===== src/rtl/chrt_pkg.sv =====
// Shared types, widths and the multiply-accumulate step table for the closest-hit block.
// No dependencies; every other file refers to it by scoped names.
package chrt_pkg;

	localparam int COORD_BITS = 32;
	localparam int FRAC_BITS  = 16;
	localparam int MUL_DIGIT  = 4;

	localparam int DIFF_W  = COORD_BITS + 1;
	localparam int CROSS_W = 2 * DIFF_W + 1;
	localparam int DOT_W   = 3 * DIFF_W + 3;
	localparam int NUM_W   = DOT_W + FRAC_BITS;
	localparam int PROD_W  = CROSS_W + DIFF_W;
	localparam int MUL_STEPS = (DIFF_W + MUL_DIGIT - 1) / MUL_DIGIT;
	localparam int MUL_CNT_W = (MUL_STEPS > 1) ? $clog2(MUL_STEPS) : 1;
	localparam int DIV_CNT_W = $clog2(COORD_BITS);

	localparam int NSTEP  = 24;
	localparam int STEP_W = $clog2(NSTEP);

	localparam logic [COORD_BITS-1:0] DIST_MAX  = {1'b0, {(COORD_BITS-1){1'b1}}};
	localparam logic [COORD_BITS-1:0] DIST_MIN  = {1'b1, {(COORD_BITS-1){1'b0}}};
	localparam logic [COORD_BITS-1:0] MISS_DIST =
		COORD_BITS'(-(longint'(1) <<< FRAC_BITS));

	localparam logic [4:0] SRC_E1_0 = 5'd0;
	localparam logic [4:0] SRC_E1_1 = 5'd1;
	localparam logic [4:0] SRC_E1_2 = 5'd2;
	localparam logic [4:0] SRC_E2_0 = 5'd3;
	localparam logic [4:0] SRC_E2_1 = 5'd4;
	localparam logic [4:0] SRC_E2_2 = 5'd5;
	localparam logic [4:0] SRC_S_0  = 5'd6;
	localparam logic [4:0] SRC_S_1  = 5'd7;
	localparam logic [4:0] SRC_S_2  = 5'd8;
	localparam logic [4:0] SRC_D_0  = 5'd9;
	localparam logic [4:0] SRC_D_1  = 5'd10;
	localparam logic [4:0] SRC_D_2  = 5'd11;
	localparam logic [4:0] SRC_P_0  = 5'd12;
	localparam logic [4:0] SRC_P_1  = 5'd13;
	localparam logic [4:0] SRC_P_2  = 5'd14;
	localparam logic [4:0] SRC_Q_0  = 5'd15;
	localparam logic [4:0] SRC_Q_1  = 5'd16;
	localparam logic [4:0] SRC_Q_2  = 5'd17;

	localparam logic [3:0] DST_P0  = 4'd0;
	localparam logic [3:0] DST_P1  = 4'd1;
	localparam logic [3:0] DST_P2  = 4'd2;
	localparam logic [3:0] DST_Q0  = 4'd3;
	localparam logic [3:0] DST_Q1  = 4'd4;
	localparam logic [3:0] DST_Q2  = 4'd5;
	localparam logic [3:0] DST_DET = 4'd6;
	localparam logic [3:0] DST_UN  = 4'd7;
	localparam logic [3:0] DST_VN  = 4'd8;
	localparam logic [3:0] DST_TN  = 4'd9;

	typedef struct packed {
		logic                          func;
		logic                          last;
		logic signed [COORD_BITS-1:0]  p0_x;
		logic signed [COORD_BITS-1:0]  p0_y;
		logic signed [COORD_BITS-1:0]  p0_z;
		logic signed [COORD_BITS-1:0]  p1_x;
		logic signed [COORD_BITS-1:0]  p1_y;
		logic signed [COORD_BITS-1:0]  p1_z;
		logic signed [COORD_BITS-1:0]  p2_x;
		logic signed [COORD_BITS-1:0]  p2_y;
		logic signed [COORD_BITS-1:0]  p2_z;
	} item_t;

	typedef struct packed {
		logic                          hit;
		logic signed [COORD_BITS-1:0]  distance;
	} result_t;

	typedef struct packed {
		logic [4:0] a_sel;
		logic [4:0] b_sel;
		logic       first;
		logic       neg;
		logic       last;
		logic [3:0] dst;
	} step_t;

	typedef struct packed {
		logic              load_ray;
		logic              load_tri;
		logic              mac_go;
		logic [STEP_W-1:0] step;
		logic              norm;
		logic              div_go;
		logic              commit;
		logic              emit;
	} cmd_t;

	typedef struct packed {
		logic mac_busy;
		logic div_busy;
		logic reject;
		logic out_busy;
	} status_t;

	function automatic step_t mk(logic [4:0] a, logic [4:0] b, logic f, logic n, logic l,
		logic [3:0] d);
		step_t r;
		r.a_sel = a;
		r.b_sel = b;
		r.first = f;
		r.neg   = n;
		r.last  = l;
		r.dst   = d;
		return r;
	endfunction

	function automatic step_t mac_step(logic [STEP_W-1:0] idx);
		step_t r;
		unique case (idx)
			5'd0:  r = mk(SRC_D_1,  SRC_E2_2, 1'b1, 1'b0, 1'b0, DST_P0);
			5'd1:  r = mk(SRC_D_2,  SRC_E2_1, 1'b0, 1'b1, 1'b1, DST_P0);
			5'd2:  r = mk(SRC_D_2,  SRC_E2_0, 1'b1, 1'b0, 1'b0, DST_P1);
			5'd3:  r = mk(SRC_D_0,  SRC_E2_2, 1'b0, 1'b1, 1'b1, DST_P1);
			5'd4:  r = mk(SRC_D_0,  SRC_E2_1, 1'b1, 1'b0, 1'b0, DST_P2);
			5'd5:  r = mk(SRC_D_1,  SRC_E2_0, 1'b0, 1'b1, 1'b1, DST_P2);
			5'd6:  r = mk(SRC_S_1,  SRC_E1_2, 1'b1, 1'b0, 1'b0, DST_Q0);
			5'd7:  r = mk(SRC_S_2,  SRC_E1_1, 1'b0, 1'b1, 1'b1, DST_Q0);
			5'd8:  r = mk(SRC_S_2,  SRC_E1_0, 1'b1, 1'b0, 1'b0, DST_Q1);
			5'd9:  r = mk(SRC_S_0,  SRC_E1_2, 1'b0, 1'b1, 1'b1, DST_Q1);
			5'd10: r = mk(SRC_S_0,  SRC_E1_1, 1'b1, 1'b0, 1'b0, DST_Q2);
			5'd11: r = mk(SRC_S_1,  SRC_E1_0, 1'b0, 1'b1, 1'b1, DST_Q2);
			5'd12: r = mk(SRC_P_0,  SRC_E1_0, 1'b1, 1'b0, 1'b0, DST_DET);
			5'd13: r = mk(SRC_P_1,  SRC_E1_1, 1'b0, 1'b0, 1'b0, DST_DET);
			5'd14: r = mk(SRC_P_2,  SRC_E1_2, 1'b0, 1'b0, 1'b1, DST_DET);
			5'd15: r = mk(SRC_P_0,  SRC_S_0,  1'b1, 1'b0, 1'b0, DST_UN);
			5'd16: r = mk(SRC_P_1,  SRC_S_1,  1'b0, 1'b0, 1'b0, DST_UN);
			5'd17: r = mk(SRC_P_2,  SRC_S_2,  1'b0, 1'b0, 1'b1, DST_UN);
			5'd18: r = mk(SRC_Q_0,  SRC_D_0,  1'b1, 1'b0, 1'b0, DST_VN);
			5'd19: r = mk(SRC_Q_1,  SRC_D_1,  1'b0, 1'b0, 1'b0, DST_VN);
			5'd20: r = mk(SRC_Q_2,  SRC_D_2,  1'b0, 1'b0, 1'b1, DST_VN);
			5'd21: r = mk(SRC_Q_0,  SRC_E2_0, 1'b1, 1'b0, 1'b0, DST_TN);
			5'd22: r = mk(SRC_Q_1,  SRC_E2_1, 1'b0, 1'b0, 1'b0, DST_TN);
			5'd23: r = mk(SRC_Q_2,  SRC_E2_2, 1'b0, 1'b0, 1'b1, DST_TN);
			default: r = mk(SRC_E1_0, SRC_E1_0, 1'b1, 1'b0, 1'b0, DST_P0);
		endcase
		return r;
	endfunction

endpackage


===== src/rtl/chrt_ctrl.sv =====
// Sequencer for the closest-hit block: walks the multiply-accumulate table, the divide
// and the update. Depends on chrt_pkg for the command, status and step constants.
module chrt_ctrl (
	input  logic              clk,
	input  logic              arst_n,
	input  logic              item_valid,
	output logic              item_ready,
	input  logic              func,
	input  logic              last,
	input  chrt_pkg::status_t status,
	output chrt_pkg::cmd_t    cmd
);

	localparam logic [2:0] S_IDLE   = 3'd0;
	localparam logic [2:0] S_ISSUE  = 3'd1;
	localparam logic [2:0] S_MUL    = 3'd2;
	localparam logic [2:0] S_NORM   = 3'd3;
	localparam logic [2:0] S_CHECK  = 3'd4;
	localparam logic [2:0] S_DIV    = 3'd5;
	localparam logic [2:0] S_COMMIT = 3'd6;
	localparam logic [2:0] S_EMIT   = 3'd7;

	logic [2:0]                  state_q, state_nx;
	logic [chrt_pkg::STEP_W-1:0] step_q, step_nx;
	logic                        last_q, last_nx;

	assign item_ready = (state_q == S_IDLE);

	always_comb begin
		state_nx = state_q;
		step_nx  = step_q;
		last_nx  = last_q;
		cmd      = '0;
		cmd.step = step_q;
		unique case (state_q)
			S_IDLE: begin
				if (item_valid) begin
					last_nx = last;
					if (!func) begin
						cmd.load_ray = 1'b1;
						state_nx     = last ? S_EMIT : S_IDLE;
					end else begin
						cmd.load_tri = 1'b1;
						step_nx      = '0;
						state_nx     = S_ISSUE;
					end
				end
			end
			S_ISSUE: begin
				cmd.mac_go = 1'b1;
				state_nx   = S_MUL;
			end
			S_MUL: begin
				if (!status.mac_busy) begin
					if (step_q == chrt_pkg::STEP_W'(chrt_pkg::NSTEP - 1)) begin
						state_nx = S_NORM;
					end else begin
						step_nx  = step_q + 1'b1;
						state_nx = S_ISSUE;
					end
				end
			end
			S_NORM: begin
				cmd.norm = 1'b1;
				state_nx = S_CHECK;
			end
			S_CHECK: begin
				if (status.reject) begin
					state_nx = last_q ? S_EMIT : S_IDLE;
				end else begin
					cmd.div_go = 1'b1;
					state_nx   = S_DIV;
				end
			end
			S_DIV: begin
				if (!status.div_busy) begin
					state_nx = S_COMMIT;
				end
			end
			S_COMMIT: begin
				cmd.commit = 1'b1;
				state_nx   = last_q ? S_EMIT : S_IDLE;
			end
			S_EMIT: begin
				if (!status.out_busy) begin
					cmd.emit = 1'b1;
					state_nx = S_IDLE;
				end
			end
			default: state_nx = S_IDLE;
		endcase
	end

	always_ff @(posedge clk or negedge arst_n) begin
		if (!arst_n) begin
			state_q <= S_IDLE;
			step_q  <= '0;
			last_q  <= 1'b0;
		end else begin
			state_q <= state_nx;
			step_q  <= step_nx;
			last_q  <= last_nx;
		end
	end

endmodule


===== config.mk =====
export PLATFORM = sky130hd
export DESIGN_NAME = chrt_ctrl
export DESIGN_NICKNAME = d
export VERILOG_FILES = /design/src/rtl/chrt_pkg.sv /design/src/rtl/chrt_ctrl.sv
export SDC_FILE = /design/constraint.sdc
export NUM_CORES = 1
export LEC_CHECK = 0
export BUFFER_PORTS_ARGS = -buffer_cell sky130_fd_sc_hd__buf_4
export CAP_MARGIN = 15
export CORE_MARGIN = 10
export CORE_UTILIZATION = 25
export CTS_CLUSTER_DIAMETER = 150
export DETAILED_ROUTE_END_ITERATION = 7
export PLACE_DENSITY = 0.58
export SLEW_MARGIN = 20
export SYNTH_ARGS = -nofsm -noshare
export SYNTH_HDL_FRONTEND = slang
export SYNTH_SLANG_ARGS = --single-unit

===== constraint.sdc =====
create_clock -name clk -period 2.5 [get_ports clk]
set_clock_uncertainty 0.1 [all_clocks]
set_input_delay 0 -clock clk [delete_from_list [all_inputs] [get_ports clk]]
set_output_delay 0 -clock clk [all_outputs]
set_load 0.05 [all_outputs]

# Word-level counts from Yosys, hierarchy flattened
# Index checks and enable logic that the tools add are counted.
op_classes:
  mux: 26
  n_eq_ne: 14
  addsub: 1
  reduce_logical: 5
op_table:
  columns: ["op", "n"]
  rows:
  - ["$mux W3", 8]
  - ["$pmux W3 S8", 1]
  - ["$mux W5", 4]
  - ["$eq A3 B3 Y1 const B", 4]
  - ["$ne A2 B2 Y1 const B", 5]
  - ["$pmux W5 S2", 1]
  - ["$mux W1", 9]
  - ["$eq A3 B2 Y1 const B", 2]
  - ["$mux W2", 3]
  - ["$add A5 B1 Y5 const B", 1]
  - ["$eq A5 B5 Y1 const B", 1]
  - ["$reduce_and A5 Y1", 1]
  - ["$reduce_and A4 Y1", 1]
  - ["$eq A3 B1 Y1 const B", 1]
  - ["$logic_not A3 Y1", 1]
  - ["$ne A2 B1 Y1 const B", 1]
  - ["$reduce_and A2 Y1", 1]
  - ["$reduce_bool A2 Y1", 1]
totals:
  reg_bits: 9
  input_bits: 9
  word_cells: 49
  out_inout_bits: 13

# Depth between registers and ports, before layout
# Gate-level depths: netlist of the first run.
depth:
  word_depth: 4
  ltp_mapped: 6

# Least setup slack after synthesis of the first run
# OpenSTA, ideal clock, no wires.
synth_path:
  path_type: "register -> output"
  startpoint: "reg state_q[0]"
  endpoint: "out cmd[2] (netlist name)"
  required_time_ns: 2.400
  path_buffers: 2
  stages_incl_launch_ff: 4
  arrival_time_ns: 2.324
  slack_ns: 0.076
  path_cell_list: "dfrtp_1 > buf_6 > clkbuf_1 > nor4b_1"
synth_lines:
  columns: ["element", "line_no", "source"]
  rows:
  - ["start: declaration", "chrt_ctrl.sv:23", "logic [2:0] state_q, state_nx;"]
  - ["start signal: assignment", "chrt_ctrl.sv:100", "state_q <= state_nx;"]
  - ["end: declaration", "chrt_ctrl.sv:11", "output chrt_pkg::cmd_t cmd"]

# Worst setup path after layout of the first run
layout_path:
  startpoint: "reg state_q[1]"
  endpoint: "reg last_q"
layout_between:
  elab_chain_len: 2
layout_lines:
  columns: ["element", "line_no", "source"]
  rows:
  - ["$logic_not A3 Y1", "chrt_ctrl.sv:35", "unique case (state_q)"]
  - ["$reduce_and A2 Y1 (no source line)", null, null]
  - ["end signal: assignment", "chrt_ctrl.sv:102", "last_q <= last_nx;"]
  - ["end: declaration", "chrt_ctrl.sv:25", "logic last_q, last_nx;"]
# No other way between the ends.
# A chain may end at the register's enable or synchronous reset.

==> results of run 1 <==
cells in the final DEF (no fill, tap or decap), types with 2 or more instances in the layout:
master          n
a21oi_1         3
buf_4          22
clkbuf_4        3
dfrtp_1         9
dlygate4sd3_1   6
mux2_2          2
nand2_1         9
nand3_1         7
nor2_1          3
nor2b_1         2
nor3_1          2
nor3b_1         3
nor4b_1         2
o21ai_0         4
or4_1           2
per-layer routing:
metal  vias to the layer above  part of all wire (%)  GRT usage (%)
met5                         -                     0              0
met4                         0                   1.7           2.61
met1                       294                    50           9.69
met3                         4                   7.7           3.71
li1                        327                     -              -
met2                        23                    41           10.1
state kept, by name, summed over array words and instances, names as in the netlist:
register and count:
last_q 1, state_q 3, step_q 5
kinds of logic (layout without fill, tap and decap cells):
kind of cell | count (synthesis) | in the layout
compound gates | 16 | 16
fa+ha+maj | 1 | 1
buf+inv | 6 | 34
flops | 9 | 9
mux | 2 | 2
simple gates | 37 | 37
cell type report:
class	instances	area [sq um]	area share [%]
clock buffer	4	26.3	2.97
multi-input combinational	56	364	41.2
tap	28	35.0	3.96
timing repair buffer	28	225	25.5
inverter	2	8.76	0.990
sequential	9	225	25.5
how the worst max path moves through the flow:
stage,start,endpoint,slack [ns]
final,state_q[1],last_q,0.41
after global routing,state_q[1],last_q,0.29
after CTS,state_q[1],last_q,0.41
after detailed placement,state_q[1],step_q[4],0.50
after global placement,state_q[1],step_q[4],0.56
after floorplan,state_q[0],cmd[2],0.08
power by group through the flow:
stage | registers [W] | clock network, W | logic (W)
floorplan | 0.000373 | 0 | 0.000481
global placement | 0.000338 | 0 | 0.000693
detailed placement | 0.000344 | 0 | 0.000694
CTS | 0.000342 | 0.000119 | 0.000717
global route | 0.000369 | 0.000128 | 0.000775
finish | 0.000342 | 0.000113 | 0.000707
through the flow:
| stage | cell area (sq um) | setup WS, ns |
|---|---|---|
| after floorplan | 621 | 0.0761 |
| after global placement | 798 | 0.558 |
| after detailed placement | 798 | 0.503 |
| after CTS | 885 | 0.410 |
| after global routing | 885 | 0.287 |
| final | 885 | 0.414 |
worst reg2reg max path, stage by stage, from the launching register on:
cell	delay, ns
dfrtp_1	0.53
or3_4	0.45
clkinv_2	0.09
a21oi_1	0.06
a31o_2	0.20
dlygate4sd3_1	0.54
repair_timing:
action	CTS	global route
endpoints found under the setup margin	0	0
hold endpoints to repair	14	0
hold buffers	6	0
==> flow_summary.toml, run 1 <==
[timing]
final.min_clock_period_ns = 2.09
hold_viol_final = 0
fin_crit_sh_pct = 83.4
finalSetupViolations = 0
rsz0062_at_grt = "no"
slew_viol_final = 0
tns_ns = 0
fmax_ghz = 0.479
hold_slack_ns = 0.0110
tightest_slew_ns = 0.478
relSlewSlack_pct = 68.1

[synth]
synth-adder-area-share_pct = 2.02
synth_top_area_share_pct = 36.3
synth_mux_area_share_pct = 3.63
ys_seq_area_share_pct = 36.3
synth_area_sq_um = 621
synth-compound-area-share_pct = 18.7
synthSimpleGateAreaFrac_pct = 34.3
yosys-top-cells-area = "dfrtp_1 (36%), nand3_1 (5.6%), nand2_1 (5.4%)"
ys.flop_type = "dfrtp_1"
netlist_top_cells_count = "dfrtp_1 (9), nand2_1 (9), nand3_1 (7), o21ai_0 (4)"
synth_area_leader_cell = "dfrtp_1"
synth_edf_count = 0
avgSynthCellArea_sq_um = 8.74
ys_types = 33
ys_async_sr_fraction_pct = 100
syn-num-nets = 81
yosysWarnings = 0
synth_xor_area_share_pct = 0
synth_top_family_by_area = "simple AND/OR/NAND/NOR gates"
syn_inst = 71
ys_seq_elements = 9

[clock_network]
path_clk_slew_ns = 0.06
clock_latency_ns = 0.26
cts_tree = "yes"
clockBufferDepth = 2
root_buffer = "clkbuf_4"
cts_inserted_buffers = 3
clock_sinks = 9
htreeDepth = 1
post-cts-setup-buffers = 0
cts_resized = 0

[floorplan]
row_count = 17
die_w_microns = 69.8
die_h_microns = 69.8
core_sq_um = 2300
ioPinCount = 22
start_util_pct = 27.0
die-area_sq_um = 4880

[setup_path]
crit_path_cell_trace = "or3_4 -> clkinv_2 -> a21oi_1 -> a31o_2 -> dlygate4sd3_1"
critPathKind = "reg2reg"
cpLargestDelayFamily = "buffers and inverters"
worst-path-stages = 5
cp_slowest_stage_delay_ns = 0.54
critPathMaxFanout = 15
r2r_end = "last_q"
r2r_slack_ns = 0.41
endpoint_kind = "register"
reg2reg_from = "state_q[1]"
crit_required_ns = 2.55
start_kind = "register"
slowest_stage = "dlygate4sd3_1"
r2r_cells = 5
path_buf_inv = 2
cp.arrival_ns = 2.14

[finish]
fill_cells = 228
drive_gt1_share_pct = 31.3
area_growth_pct = 42.5
final_util_pct = 38.5
diodes = 0
fin_cells = 127
layout.nets = 110

[power_and_ir_drop]
power.density_nw_per_um2 = 1310
total_power_w = 0.00116
pwr-share-comb_pct = 60.8
vdd_drop_max_uv = 745
switching_share_pct = 52.7
leakage_nw = 0.397
internal-power_w = 0.000550
power_frac_clock_pct = 9.7
pwr-share-seq_pct = 29.4
p_sw_w = 0.000613

[flow_run]
cap_violations = 0

[global_route]
grt_pass1_vias = 658
overflow = 0
grt_pass1_wl_microns = 3100
antenna_found_initial = 0
grt_use_total_pct = 7.43
grt_max_degree = 18

[place]
hpwlAfterDp_microns = 1280
portBuffers = 21
gp_congestion = 0.809
post-place-cells = 117

[hold_path]
worstHoldStart = "func"
whs_path_depth = 4
min_path_type = "in2reg"
whs_endpoint = "state_q[2]"

[route]
routedWlPerCell_microns = 13.5
firstDrtPassIters = 4
drc_errors = 0
drt_iter0_drc = 41
drt_wl_total_microns = 1720
num_vias = 648
drt.antenna.violating_nets = 0
viasPerCell = 5.10

[outcome]
outcome = "completed"
Power figures use the tool's default switching activity.
==> run 2, diff against run 1 <==
--- a/config.mk
+++ b/config.mk
@@ -11,7 +11,7 @@
 export CORE_UTILIZATION = 25
 export CTS_CLUSTER_DIAMETER = 150
 export DETAILED_ROUTE_END_ITERATION = 7
-export PLACE_DENSITY = 0.58
+export PLACE_DENSITY = 0.59
 export SLEW_MARGIN = 20
 export SYNTH_ARGS = -nofsm -noshare
 export SYNTH_HDL_FRONTEND = slang
==> constraint.sdc (replaced) <==
create_clock -name clk -period 1.87 [get_ports clk]
set_clock_uncertainty 0.1 [all_clocks]
set_input_delay 0 -clock clk [delete_from_list [all_inputs] [get_ports clk]]
set_output_delay 0 -clock clk [all_outputs]
set_load 0.05 [all_outputs]
==> flow_summary.toml, run 2 (synthesis gave the netlist of run 1 again) <==
[setup_path]
r2r_end = "step_q[4]"
cp.arrival_ns = 1.90
reg2reg_from = "state_q[2]"
startpoint = "state_q[2]"
r2r_slack_ns = 0.06
crit_end = "step_q[4]"
crit_required_ns = 1.96
critPathKind = "reg2reg"
endpoint_kind = "register"
critPathMaxFanout = 8
start_kind = "register"
r2r_cells = 5

[clock_network]
cts_inserted_buffers = 3
cts_tree = "yes"
clock_sinks = 9
clockBufferDepth = 2
post-cts-setup-buffers = 0
htreeDepth = 1
clock_latency_ns = 0.25
root_buffer = "clkbuf_4"
path_clk_slew_ns = 0.06

[route]
drt_iter0_drc = 33
drc_errors = 0
firstDrtPassIters = 4
routedWlPerCell_microns = 13.2
drt.antenna.violating_nets = 0
drt_wl_total_microns = 1750
num_vias = 652
viasPerCell = 4.94

[finish]
multi_input_area_sq_um = 394
fin_cells = 132
largest_reg_flops = 5
layout.nets = 115
final_cell_mix = "buf_4 (27), nand2_1 (9), dfrtp_1 (8)"
largestRegisters = "step_q x5, state_q x3, last_q x1"
diodes = 0
seq_area_sq_um = 226
regMostFlops = "step_q"
final_area_sq_um = 957
fill_cells = 225
area_growth_pct = 54.2
final_common_cell = "buf_4"
drive_gt1_share_pct = 39.4

[timing]
tns_ns = 0
fin_crit_sh_pct = 96.7
slew_viol_final = 0
hold_viol_final = 0
final.min_clock_period_ns = 1.81
tightest_slew_ns = 0.425
relSlewSlack_pct = 71.6
finalSetupViolations = 0
hold_slack_ns = 0.0299
fmax_ghz = 0.553

[global_route]
overflow = 0
grt_pass1_wl_microns = 3110
grt_max_degree = 14
antenna_found_initial = 0
grt_use_total_pct = 7.29
grt_pass1_vias = 714

[power_and_ir_drop]
switching_share_pct = 51.5
power_frac_clock_pct = 8.8
leakage_nw = 0.425
power.density_nw_per_um2 = 1730
vdd_drop_max_uv = 996
pwr-share-seq_pct = 23.0
p_sw_w = 0.000852
pwr-share-comb_pct = 68.2
internal-power_w = 0.000802

[floorplan]
core_sq_um = 2300
ioPinCount = 22
die_w_microns = 69.8
die_h_microns = 69.8
die-area_sq_um = 4880
row_count = 17
start_util_pct = 27.0

[hold_path]
min_path_type = "in2reg"

[place]
post-place-cells = 122
portBuffers = 21
hpwlAfterDp_microns = 1340
dpl_cell_area_sq_um = 860
gp_congestion = 0.810

[outcome]
outcome = "completed"

[flow_run]
cap_violations = 0
==> run 2: worst max-delay path, cell delays in order (launching register included) <==
cell      delay [ns]
dfrtp_1         0.42
or3_4           0.43
clkinv_4        0.08
a32oi_4         0.14
or4_1           0.48
nand3_1         0.09
==> run 2: layout make-up <==
type                       count  share of cell area, %
clock buffer                   4                   2.75
inverter                       2                   1.31
multi-input combinational     56                   41.2
timing repair buffer          33                   27.5
sequential                     9                   23.7
tap                           28                   3.66
==> run 2: what timing repair did <==
| action | in CTS | in global routing |
|---|---|---|
| endpoints found under the setup margin | 0 | 2 |
| resized for setup | 0 | 1 |
| hold buffers | 6 | 0 |
| hold endpoints to repair | 13 | 0 |
==> run 2: worst min path at each step <==
stage / cells after the start / slack (ns) / start / end
after floorplan: 0 / -0.40 / arst_n / last_q
after global placement: 1 / -0.27 / arst_n / step_q[1]
after detailed placement: 1 / -0.26 / arst_n / step_q[1]
after CTS: 4 / 0.008 / func / state_q[2]
after global routing: 4 / 0.09 / func / state_q[2]
final: 4 / 0.03 / func / state_q[2]
==> run 2: metal layers <==
metal  track usage (%)  up-vias  wire, microns
li1                  -      337              -
met1              8.91      294            851
met2              11.2       21            745
met3              2.85        0            149
met4              2.61        0              0
met5                 0        -              0
==> run 2: stage by stage <==
stage | util [%] | power [W] | setup WS (ns)
after floorplan | - | 0.00117 | 0.0232
after global placement | 37.4 | 0.00148 | 0.0771
after detailed placement | 37.4 | 0.00149 | 0.0427
after CTS | 41.2 | 0.00166 | 0.0342
after global routing | 41.7 | 0.00179 | -0.00259
final | 41.7 | 0.00165 | 0.0611
==> run 2: power groups by stage <==
stage	Combinational (W)	Sequential [W]	Clock [W]
3_5_place_dp	0.00112	0.000378	0
4_1_cts	0.00113	0.000376	0.000158
3_3_place_gp	0.00111	0.000375	0
5_1_grt	0.00123	0.000397	0.000166
6_report	0.00113	0.000380	0.000146
2_1_floorplan	0.000672	0.000500	0
==> run 3, diff against run 2 <==
--- a/config.mk
+++ b/config.mk
@@ -5,13 +5,15 @@
 export SDC_FILE = /design/constraint.sdc
 export NUM_CORES = 1
 export LEC_CHECK = 0
+export ABC_AREA = 1
 export BUFFER_PORTS_ARGS = -buffer_cell sky130_fd_sc_hd__buf_4
 export CAP_MARGIN = 15
 export CORE_MARGIN = 10
 export CORE_UTILIZATION = 25
 export CTS_CLUSTER_DIAMETER = 150
 export DETAILED_ROUTE_END_ITERATION = 7
-export PLACE_DENSITY = 0.59
+export PLACE_DENSITY = 0.58
+export RECOVER_POWER = 50
 export SLEW_MARGIN = 20
 export SYNTH_ARGS = -nofsm -noshare
 export SYNTH_HDL_FRONTEND = slang
==> flow_summary.toml, run 3 <==
[floorplan]
row_count = 19
core_sq_um = 2810
ioPinCount = 22
start_util_pct = 26.4
die_h_microns = 74.5
die_w_microns = 74.5
die-area_sq_um = 5550

[place]
pre_cts_slack_ns = 0.380
gp_congestion = 0.806
post-place-cells = 156
portBuffers = 21
hpwlAfterDp_microns = 1580

[synth]
ys_types = 24
netlist_top_cells_count = "nand2_1 (31), nor2_1 (15), dfrtp_1 (9), inv_1 (9)"
synth_area_leader_cell = "dfrtp_1"
avgSynthCellArea_sq_um = 7.07
synth_top_area_share_pct = 30.4
syn-num-nets = 115
ys_async_sr_fraction_pct = 100
yosysWarnings = 0
yosys-top-cells-area = "dfrtp_1 (30%), nand2_1 (16%), nor2_1 (7.6%)"
synth_area_sq_um = 742
ys.flop_type = "dfrtp_1"
ys_seq_elements = 9
synth.most_common_cell = "nand2_1"
synth_edf_count = 0
syn_inst = 105
ys_seq_area_share_pct = 30.4

[finish]
fin_cells = 163
multi_input_area_sq_um = 454
diodes = 0
seq_area_sq_um = 225
drive_gt1_share_pct = 27.3
fill_cells = 308
layout.nets = 143
final_common_cell = "nand2_1"
largestRegisters = "step_q x5, state_q x3, last_q x1"
regMostFlops = "step_q"
largest_reg_flops = 5
area_growth_pct = 30.4
final_cell_mix = "nand2_1 (31), nor2_1 (15), buf_4 (15)"

[setup_path]
critPathMaxFanout = 8
crit_path_cell_trace = "nor2_4 -> nand2_2 -> inv_2 -> nand2_1 -> nor2_1 -> buf_4"
crit_required_ns = 1.77
cp_slowest_stage_delay_ns = 0.53
start_kind = "register"
endpoint_kind = "output port"
critPathKind = "reg2out"
path_buf_inv = 2
cp.arrival_ns = 1.56
slowest_stage = "dfrtp_1"
cpLargestDelayFamily = "flip-flops"

[global_route]
grt_max_degree = 10
grt_pass1_vias = 718
overflow = 0
grt_pass1_wl_microns = 3350
grt_use_total_pct = 7.84
antenna_found_initial = 0

[timing]
tns_ns = 0
hold_viol_final = 0
final.min_clock_period_ns = 1.66
fmax_ghz = 0.601
slew_viol_final = 0
worst_slack_ns = 0.207
fin_crit_sh_pct = 88.9
relSlewSlack_pct = 59.9
tightest_slew_ns = 0.605
rsz0062_at_grt = "no"
finalSetupViolations = 0

[route]
drt_wl_total_microns = 1960
drc_errors = 0
num_vias = 743
firstDrtPassIters = 4
routedWlPerCell_microns = 12.0
drt_iter0_drc = 43
drt.antenna.violating_nets = 0
viasPerCell = 4.56

[power_and_ir_drop]
vdd_drop_max_uv = 401
power.density_nw_per_um2 = 1510
leakage_nw = 0.503
pwr-share-comb_pct = 64.0
switching_share_pct = 57.6
p_sw_w = 0.000842
total_power_w = 0.00146
power_frac_clock_pct = 11.3
internal-power_w = 0.000620
pwr-share-seq_pct = 24.7

[clock_network]
clockBufferDepth = 2
path_clk_slew_ns = 0.07
cts_resized = 0
root_buffer = "clkbuf_4"
clock_sinks = 9
clock_latency_ns = 0.27
htreeDepth = 1
cts_tree = "yes"
cts_inserted_buffers = 3

[hold_path]
min_path_type = "in2reg"

[outcome]
outcome = "completed"

[flow_run]
cap_violations = 0
## run 3: cell count changes in the layout (fill, tap and decap cells not counted), moves of 3 or more
| cell | change |
|---|---|
| nor2_1 | +13 |
| nand2_1 | +22 |
| clkbuf_1 | +6 |
| o21ai_0 | +3 |
| inv_1 | +8 |
| inv_2 | +3 |
| dlygate4sd3_1 | -3 |
| buf_4 | -12 |
## run 3: worst paths after layout
kind                            startpoint          to  slack [ns]  cells past startpoint
worst max-delay path            state_q[1]     cmd[10]        0.21                      6
worst min-delay path             status[2]  state_q[0]        0.02                      5
worst max register to register   step_q[0]   step_q[0]        0.37                      8
worst min register to register   step_q[4]   step_q[4]        0.47                      2
max in group asynchronous           arst_n   step_q[4]        1.19                      2
min in group asynchronous           arst_n  state_q[1]        0.12                      2
## run 3: power by group through the flow
stage | Combinational, W | Sequential (W) | Clock [W]
6_report | 0.000936 | 0.000361 | 0.000165
5_1_grt | 0.00103 | 0.000371 | 0.000185
3_3_place_gp | 0.000937 | 0.000363 | 0
3_5_place_dp | 0.000950 | 0.000365 | 0
2_1_floorplan | 0.000756 | 0.000351 | 0
4_1_cts | 0.000958 | 0.000361 | 0.000169
## run 3: timing repair
item / CTS / global route
hold endpoints to repair: 10 / 0
hold buffers: 3 / 0
setup endpoints to repair: 0 / 0
buffers inserted: 0 / 0
## run 3: worst min-delay path, stage by stage
cell and delay, ns:
buf_4 0.11, inv_1 0.06, o21ai_2 0.07, inv_1 0.07, nand2_1 0.05
## run 3: area by class of cell
cell class	instances	area share [%]
inverter	14	5.95
timing repair buffer	24	17.1
tap	31	4.01
multi-input combinational	81	47.0
sequential	9	23.3
clock buffer	4	2.72
## run 3: routing by layer
layer  vias up  global-route usage [%]  wire (microns)
met1       334                    9.17             844
met3         2                    2.13             113
met4         0                    5.04              35
met5         -                       0               0
met2        14                    12.4             965
li1        393                       -               -
## run 3: logic make-up after synthesis
kind of cell | Yosys count | synth area share (%)
AO/OA/AOI/OAI | 10 | 8.77
XOR/XNOR | 1 | 1.18
adder cells (fa/ha/maj) | 1 | 1.69
buffers and inverters | 15 | 9.27
flip-flops | 9 | 30.4
AND/OR/NAND/NOR | 69 | 48.7
## run 3: per-stage QoR
| step | instance area [sq um] | hold WS (ns) | util, % |
|---|---|---|---|
| finish | 967 | 0.0237 | 34.5 |
| global placement | 933 | -0.265 | 33.3 |
| detailed placement | 933 | -0.259 | 33.3 |
| CTS | 990 | 0.00150 | 35.3 |
| floorplan | 748 | -0.396 | - |
| global route | 967 | 0.0421 | 34.5 |
